===== src/tmsa_pkg.sv =====
// shared widths, reset values and defaults for the trimmed-mean sample averager
package tmsa_pkg;

    localparam int SAMPLE_BITS    = 12;
    localparam int COUNT_BITS     = 8;
    localparam int AVG_BITS       = 12;
    localparam int SUM_BITS       = SAMPLE_BITS + COUNT_BITS;
    localparam int WARMUP_DEFAULT = 4;

    localparam logic [COUNT_BITS-1:0]  SAMPLE_COUNT_RESET = COUNT_BITS'(8);
    localparam logic [SAMPLE_BITS-1:0] SMALLEST_RESET     = {SAMPLE_BITS{1'b1}};

endpackage


===== src/tmsa_div.sv =====
// restoring divider, one quotient bit per cycle
module tmsa_div #(
    parameter int DIVIDEND_BITS = tmsa_pkg::SUM_BITS,
    parameter int DIVISOR_BITS  = tmsa_pkg::COUNT_BITS
) (
    input  logic                     clk,
    input  logic                     rst_n,
    input  logic                     start,
    input  logic [DIVIDEND_BITS-1:0] dividend,
    input  logic [DIVISOR_BITS-1:0]  divisor,
    output logic                     done,
    output logic [DIVIDEND_BITS-1:0] quotient
);

    localparam int CNT_BITS = $clog2(DIVIDEND_BITS);
    localparam logic [CNT_BITS-1:0] LAST_STEP = CNT_BITS'(DIVIDEND_BITS - 1);

    logic                     busy_reg, busy_next;
    logic                     done_reg, done_next;
    logic [CNT_BITS-1:0]      cnt_reg, cnt_next;
    logic [DIVISOR_BITS-1:0]  rem_reg, rem_next;
    logic [DIVISOR_BITS-1:0]  dvs_reg, dvs_next;
    logic [DIVIDEND_BITS-1:0] quo_reg, quo_next;
    logic [DIVISOR_BITS:0]    shifted;
    logic                     fits;

    assign shifted = {rem_reg, quo_reg[DIVIDEND_BITS-1]};
    assign fits    = shifted >= {1'b0, dvs_reg};

    always_comb
    begin
        busy_next = busy_reg;
        done_next = 1'b0;
        cnt_next  = cnt_reg;
        rem_next  = rem_reg;
        dvs_next  = dvs_reg;
        quo_next  = quo_reg;
        if (start)
        begin
            busy_next = 1'b1;
            cnt_next  = '0;
            rem_next  = '0;
            dvs_next  = divisor;
            quo_next  = dividend;
        end
        else if (busy_reg)
        begin
            if (fits)
                rem_next = DIVISOR_BITS'(shifted - {1'b0, dvs_reg});
            else
                rem_next = shifted[DIVISOR_BITS-1:0];
            quo_next = {quo_reg[DIVIDEND_BITS-2:0], fits};
            cnt_next = cnt_reg + CNT_BITS'(1);
            if (cnt_reg == LAST_STEP)
            begin
                busy_next = 1'b0;
                done_next = 1'b1;
            end
        end
    end

    always_ff @(posedge clk or negedge rst_n)
    begin
        if (!rst_n)
        begin
            busy_reg <= 1'b0;
            done_reg <= 1'b0;
            cnt_reg  <= '0;
        end
        else
        begin
            busy_reg <= busy_next;
            done_reg <= done_next;
            cnt_reg  <= cnt_next;
        end
    end

    always_ff @(posedge clk)
    begin
        rem_reg <= rem_next;
        dvs_reg <= dvs_next;
        quo_reg <= quo_next;
    end

    assign done     = done_reg;
    assign quotient = quo_reg;

endmodule


===== src/trimmed_mean_sample_averager.sv =====
// top level: warm-up discard, running sum/max/min and trimmed-mean result
// Each batch drops WARMUP_DISCARDS samples, then measures sample_count samples
// (0 is taken as 1); a zero sample counts toward the batch but is not summed.
// A sample that does not end a batch is taken without a stall. The last sample
// of a batch stalls the input through a setup state, the bit-serial divider
// (one quotient bit per step for SUM_BITS bits), its done flag and the load of
// the result register; the stall lasts longer if the previous result is still
// stalled. The result register lets a new batch begin while a result waits.
// With more than two measured samples the result is (sum - max - min) /
// (sample_count - 2), saturating at 0, else sum / sample_count; a batch with
// no nonzero sample gives 0 and raises no_valid_samples. The sample_count
// register may be written while no divide is running; a write that comes with
// a sample already applies to that sample.
module trimmed_mean_sample_averager #(
    parameter int WARMUP_DISCARDS = tmsa_pkg::WARMUP_DEFAULT
) (
    input  logic                             clk,
    input  logic                             rst_n,
    input  logic                             in_valid,
    output logic                             in_stall,
    input  logic [tmsa_pkg::SAMPLE_BITS-1:0] sample,
    input  logic                             cfg_valid,
    output logic                             cfg_ready,
    input  logic [tmsa_pkg::COUNT_BITS-1:0]  sample_count,
    output logic                             out_valid,
    input  logic                             out_stall,
    output logic [tmsa_pkg::AVG_BITS-1:0]    average,
    output logic                             no_valid_samples
);

    localparam int SB = tmsa_pkg::SAMPLE_BITS;
    localparam int CB = tmsa_pkg::COUNT_BITS;
    localparam int AB = tmsa_pkg::AVG_BITS;
    localparam int UB = tmsa_pkg::SUM_BITS;
    localparam int POS_BITS = $clog2(WARMUP_DISCARDS + (1 << CB));
    localparam int END_BITS = POS_BITS + 1;
    localparam logic [END_BITS-1:0] WARMUP_W = END_BITS'(WARMUP_DISCARDS);

    localparam logic [1:0] ST_IDLE = 2'd0;
    localparam logic [1:0] ST_PREP = 2'd1;
    localparam logic [1:0] ST_DIV  = 2'd2;
    localparam logic [1:0] ST_DONE = 2'd3;

    logic [1:0]          state_reg, state_next;
    logic [POS_BITS-1:0] pos_reg, pos_next;
    logic [UB-1:0]       sum_reg, sum_next;
    logic [SB-1:0]       max_reg, max_next;
    logic [SB-1:0]       min_reg, min_next;
    logic                any_reg, any_next;
    logic [CB-1:0]       count_reg, count_next;
    logic                nv_reg, nv_next;
    logic                out_valid_reg, out_valid_next;
    logic [AB-1:0]       avg_reg, avg_next;
    logic                nv_out_reg, nv_out_next;

    logic                accept;
    logic [CB-1:0]       count_eff;
    logic [CB-1:0]       n_eff;
    logic                measure;
    logic                batch_end;
    logic [SB:0]         trim;
    logic                trim_ok;
    logic                div_start;
    logic [UB-1:0]       div_dividend;
    logic [CB-1:0]       div_divisor;
    logic                div_done;
    logic [UB-1:0]       div_quotient;

    assign accept    = in_valid && !in_stall;
    assign in_stall  = state_reg != ST_IDLE;
    assign cfg_ready = state_reg == ST_IDLE;
    assign count_eff = (cfg_valid && cfg_ready) ? sample_count : count_reg;
    assign n_eff     = (count_eff == '0) ? CB'(1) : count_eff;
    assign measure   = (END_BITS'(pos_reg) >= WARMUP_W) && (sample != '0);
    assign batch_end = (END_BITS'(pos_reg) + END_BITS'(1)) >= (WARMUP_W + END_BITS'(n_eff));
    assign trim      = {1'b0, max_reg} + {1'b0, min_reg};
    assign trim_ok   = sum_reg >= UB'(trim);

    always_comb
    begin
        if (!any_reg)
            div_dividend = '0;
        else if (n_eff > CB'(2))
            div_dividend = trim_ok ? (sum_reg - UB'(trim)) : '0;
        else
            div_dividend = sum_reg;
        div_divisor = (n_eff > CB'(2)) ? (n_eff - CB'(2)) : n_eff;
    end

    always_comb
    begin
        state_next     = state_reg;
        pos_next       = pos_reg;
        sum_next       = sum_reg;
        max_next       = max_reg;
        min_next       = min_reg;
        any_next       = any_reg;
        nv_next        = nv_reg;
        count_next     = count_reg;
        out_valid_next = out_valid_reg && out_stall;
        avg_next       = avg_reg;
        nv_out_next    = nv_out_reg;
        div_start      = 1'b0;
        if (cfg_valid && cfg_ready)
            count_next = sample_count;
        case (state_reg)
            ST_IDLE:
            begin
                if (accept)
                begin
                    if (measure)
                    begin
                        sum_next = sum_reg + UB'(sample);
                        if (sample > max_reg)
                            max_next = sample;
                        if (sample < min_reg)
                            min_next = sample;
                        any_next = 1'b1;
                    end
                    if (batch_end)
                        state_next = ST_PREP;
                    else
                        pos_next = pos_reg + POS_BITS'(1);
                end
            end
            ST_PREP:
            begin
                div_start  = 1'b1;
                nv_next    = !any_reg;
                pos_next   = '0;
                sum_next   = '0;
                max_next   = '0;
                min_next   = tmsa_pkg::SMALLEST_RESET;
                any_next   = 1'b0;
                state_next = ST_DIV;
            end
            ST_DIV:
            begin
                if (div_done)
                    state_next = ST_DONE;
            end
            ST_DONE:
            begin
                // result register free or being taken this cycle
                if (!out_valid_reg || !out_stall)
                begin
                    out_valid_next = 1'b1;
                    avg_next       = div_quotient[AB-1:0];
                    nv_out_next    = nv_reg;
                    state_next     = ST_IDLE;
                end
            end
            default:
            begin
                state_next = ST_IDLE;
            end
        endcase
    end

    always_ff @(posedge clk or negedge rst_n)
    begin
        if (!rst_n)
        begin
            state_reg     <= ST_IDLE;
            pos_reg       <= '0;
            sum_reg       <= '0;
            max_reg       <= '0;
            min_reg       <= tmsa_pkg::SMALLEST_RESET;
            any_reg       <= 1'b0;
            count_reg     <= tmsa_pkg::SAMPLE_COUNT_RESET;
            out_valid_reg <= 1'b0;
        end
        else
        begin
            state_reg     <= state_next;
            pos_reg       <= pos_next;
            sum_reg       <= sum_next;
            max_reg       <= max_next;
            min_reg       <= min_next;
            any_reg       <= any_next;
            count_reg     <= count_next;
            out_valid_reg <= out_valid_next;
        end
    end

    always_ff @(posedge clk)
    begin
        nv_reg     <= nv_next;
        avg_reg    <= avg_next;
        nv_out_reg <= nv_out_next;
    end

    tmsa_div #(
        .DIVIDEND_BITS (UB),
        .DIVISOR_BITS  (CB)
    ) u_div (
        .clk      (clk),
        .rst_n    (rst_n),
        .start    (div_start),
        .dividend (div_dividend),
        .divisor  (div_divisor),
        .done     (div_done),
        .quotient (div_quotient)
    );

    assign out_valid        = out_valid_reg;
    assign average          = avg_reg;
    assign no_valid_samples = nv_out_reg;

    // divider finishes only while the sequencer waits for it
    assert property (@(posedge clk) disable iff (!rst_n)
        div_done |-> state_reg == ST_DIV)
        else $error("divider done outside divide state");

    // setup always hands a request to the divider and clears the batch
    assert property (@(posedge clk) disable iff (!rst_n)
        state_reg == ST_PREP |=> state_reg == ST_DIV && pos_reg == '0 && !any_reg)
        else $error("batch not cleared after setup");

    // an empty batch reports a zero average
    assert property (@(posedge clk) disable iff (!rst_n)
        out_valid && no_valid_samples |-> average == '0)
        else $error("nonzero average with no valid samples");

    // a new result is loaded only into a free or draining result register
    assert property (@(posedge clk) disable iff (!rst_n)
        state_reg == ST_DONE && out_valid_reg && out_stall |=> state_reg == ST_DONE)
        else $error("result overwritten while stalled");

endmodule


===== config.mk =====
export PLATFORM = sky130hd
export DESIGN_NAME = trimmed_mean_sample_averager
export DESIGN_NICKNAME = d
export VERILOG_FILES = /design/src/tmsa_pkg.sv /design/src/tmsa_div.sv /design/src/trimmed_mean_sample_averager.sv
export SDC_FILE = /design/constraint.sdc
export NUM_CORES = 1
export LEC_CHECK = 0
export BUFFER_PORTS_ARGS = -buffer_cell sky130_fd_sc_hd__buf_2
export CAP_MARGIN = 10
export CORE_MARGIN = 2
export CORE_UTILIZATION = 45
export CTS_CLUSTER_DIAMETER = 40
export DETAILED_ROUTE_END_ITERATION = 10
export GPL_TIMING_DRIVEN = 1
export MAX_ROUTING_LAYER = met4
export PLACE_DENSITY = 0.63
export SKIP_CTS_REPAIR_TIMING = 1
export SYNTH_ARGS = -nofsm -noshare
export SYNTH_HDL_FRONTEND = slang
export SYNTH_HIERARCHICAL = 1
export SYNTH_SLANG_ARGS = --single-unit

===== constraint.sdc =====
create_clock -name clk -period 4.2 [get_ports clk]
set_clock_uncertainty 0.05 [all_clocks]
set_input_delay 0.42 -clock clk [delete_from_list [all_inputs] [get_ports clk]]
set_output_delay 0.42 -clock clk [all_outputs]
set_load 0.005 [all_outputs]

==> flow_metrics.py <==
metrics = {
    "floorplanning": {
        "fp.dieW_um": 146,
        "die_h_um": 146,
        "core-area_sq_um": 19700,
        "io_pins": 41,
        "initial_core_util_pct": 46.2,
        "fp-row-count": 51,
        "die_area_sq_um": 21300,
    },
    "synth": {
        "synth_area_leader_cell": "dfrtp_1",
        "synth_top_area_share_pct": 16.3,
        "synth_compound_area_share_pct": 21.7,
        "synth_area_sq_um": 9070,
        "ys_seq_area_share_pct": 35.7,
        "yosysWarnings": 6,
        "synth_most_common_cell": "ha_1",
        "synth_fp_nets": 1043,
        "yosys.cell_types.count": 78,
        "synthMuxAreaShare_pct": 6.48,
        "synth-simple-area-share_pct": 13.7,
        "synth_xor_area_share_pct": 4.63,
        "synth_area_per_cell_sq_um": 9.80,
        "synth_top_family_by_area": "compound AO/OA/AOI/OAI gates",
        "synth-async-reset-ratio_pct": 59.0,
        "synth_fa_ha_area_share_pct": 13.0,
        "synth_ff_type": "dfrtp_1",
        "synth-edff-count": 42,
        "yosys-top-cells-count": "ha_1, inv_1, dfrtp_1",
        "syn_inst": 926,
        "ys_ff_latch": 122,
        "synthTopCellsByArea": "dfrtp_1, edfxtp_1, ha_1",
    },
    "clocking": {
        "cts_root_buffer": "clkbuf_16",
        "cts_max_level": 4,
        "clock_sinks": 122,
        "path_clk_slew_ns": 0.06,
        "cts_buffers": 17,
        "tritoncts": "yes",
        "clockBufferDepth": 2,
        "clk_latency_ns": 0.42,
    },
    "timing": {
        "fin_hold_ws_ns": 0.0933,
        "setup_ws_ns": 0.155,
        "post-route-period-util_pct": 96.3,
        "rsz0062_at_grt": "yes",
        "drv_slew": 0,
        "finalHoldViolCount": 0,
        "worstMarginPinSlew_ns": 1.23,
        "maxSlewHeadroom_pct": 18.2,
        "fmax_mhz": 247,
        "min_period_ns": 4.04,
        "finalSetupViolCount": 0,
        "setup-tns-final_ns": 0,
    },
    "power": {
        "p_total_w": 0.00798,
        "p_int_w": 0.00458,
        "power_density_nw_per_um2": 770,
        "p_seq_share_pct": 25.9,
        "p_sw_share_pct": 42.6,
        "comb_power_share_pct": 55.6,
        "p_sw_w": 0.00340,
        "ir_drop_v": 0.000476,
        "pwr-share-clk_pct": 18.5,
        "leakage_nw": 4.77,
    },
    "detailed_routing": {
        "ant_nets": 0,
        "first_pass_iters": 5,
        "drtIter0Drc": 426,
        "drc": 0,
        "vias": 7290,
        "routedWlPerCell_um": 17.4,
        "via_per_inst": 5.82,
        "drt_wl_total_um": 21800,
    },
    "global_routing": {
        "grt_pass1_vias": 7062,
        "track_usage_pct": 21.4,
        "antenna_found_initial": 0,
        "grt_pass1_wl_um": 36100,
        "grt_max_degree": 73,
        "grt-ovfl-total": 0,
    },
    "placed_design": {
        "io_buffer_count": 40,
        "gp_congestion": 0.902,
        "pre_cts_slack_ns": -0.189,
        "dp_cells": 1219,
        "dp_hpwl_um": 15800,
    },
    "worst_setup_path": {
        "critPathMaxFanout": 6,
        "crit_type": "reg -> reg",
        "arrival_ns": 4.28,
        "required_ns": 4.44,
        "cp-start-kind": "register",
        "crit_path_end_kind": "register",
    },
    "final_layout": {
        "drive_gt1_share_pct": 18.3,
        "multi_input_area_sq_um": 5540,
        "n_antenna_cell": 0,
        "fill_cells": 1856,
        "stdcell_count": 1252,
        "final-seq-area_sq_um": 3240,
        "area_delta_synth_final_pct": 14.2,
        "nets": 1091,
    },
    "run": {
        "max-cap-violations": 0,
    },
    "run_status": {
        "status": "finished, final reports clean",
    },
    "min_path": {
        "hp-class": "in -> async",
    },
}
==> critical path: stages, from the launching register on <==
cell,delay (ns)
dfstp_2,0.55
buf_4,0.12
inv_1,0.07
fa_2,0.38
nor2b_1,0.12
o21a_1,0.15
o21ai_1,0.11
nand2b_1,0.10
a21oi_1,0.07
xor2_1,0.16
ha_1,0.37
a21oi_1,0.16
o22ai_1,0.10
or4_1,0.48
and4_4,0.19
or4_4,0.48
a21oi_2,0.13
mux2_4,0.14
==> layout make-up <==
cell class,count,area share [%]
Multi-Input combinational cell,698,53.5
Sequential cell,122,31.3
Inverter,68,2.46
Timing Repair Buffer,67,3.91
Clock inverter,15,1.61
Tap cell,265,3.20
Clock buffer,17,4.10
==> routing by layer <==
layer	vias up	GRT usage, %	routed length [um]
met5	-	-	0
met4	0	4.42	204
met3	15	3.70	735
met2	128	35.4	10600
met1	3540	27.8	10200
li1	3607	-	-
==> power by group through the flow <==
stage / Sequential, W / Clock, W / Combinational [W]
floorplan: 0.00197 / 0 / 0.00327
global placement: 0.00207 / 0 / 0.00426
detailed placement: 0.00208 / 0 / 0.00431
CTS: 0.00206 / 0.00152 / 0.00433
global route: 0.00212 / 0.00156 / 0.00500
finish: 0.00207 / 0.00148 / 0.00444
==> cell usage in the layout (no fill, tap or decap), types with 16 or more instances in the layout <==
master,synthesis,final
a21o_1,18,18
a21oi_1,48,44
a22o_1,29,29
buf_2,5,39
buf_4,3,28
clkbuf_16,0,17
dfrtp_1,59,59
edfxtp_1,42,42
ha_1,88,84
inv_1,68,68
mux2_2,22,21
mux2i_1,34,34
nand2_1,53,53
nand2b_1,17,17
nand3_1,30,30
nor2_1,50,48
nor3_1,16,16
o21ai_0,31,27
xnor2_1,25,25
xor2_1,23,23
==> per-stage QoR <==
step / util, % / instance area [sq um]
3_5_place_dp: 49.0 / 9630
4_1_cts: 52.0 / 10200
2_1_floorplan: - / 9070
5_1_grt: 52.7 / 10400
3_3_place_gp: 49.0 / 9630
6_report: 52.7 / 10400
==> path summary, 6_finish.rpt <==
path	from	to	slack, ns	cells past startpoint
max in group asynchronous	rst_n	sum_reg[4]$_DFFE_PN0P_	3.34	1
setup / recovery	min_reg[1]$_DFFE_PN1P_	u_div/quotient[15]$_DFFE_PP_	0.16	17
hold / removal	rst_n	pos_reg[5]$_DFFE_PN0P_	0.09	1
hold reg to reg	nv_reg$_DFFE_PP_	no_valid_samples$_DFFE_PP_	0.37	0
setup reg to reg	min_reg[1]$_DFFE_PN1P_	u_div/quotient[15]$_DFFE_PP_	0.16	17
min in group clk	out_stall	out_valid$_DFF_PN0_	0.20	2
==> cells by family after synthesis <==
group,count (synthesis)
multiplexers,56
XOR/XNOR,48
buffers and inverters,106
adder cells (fa/ha/maj),92
AND/OR/NAND/NOR,241
flip-flops,122
AO/OA/AOI/OAI,261
Note: power is estimated with default switching activity, not from simulation.
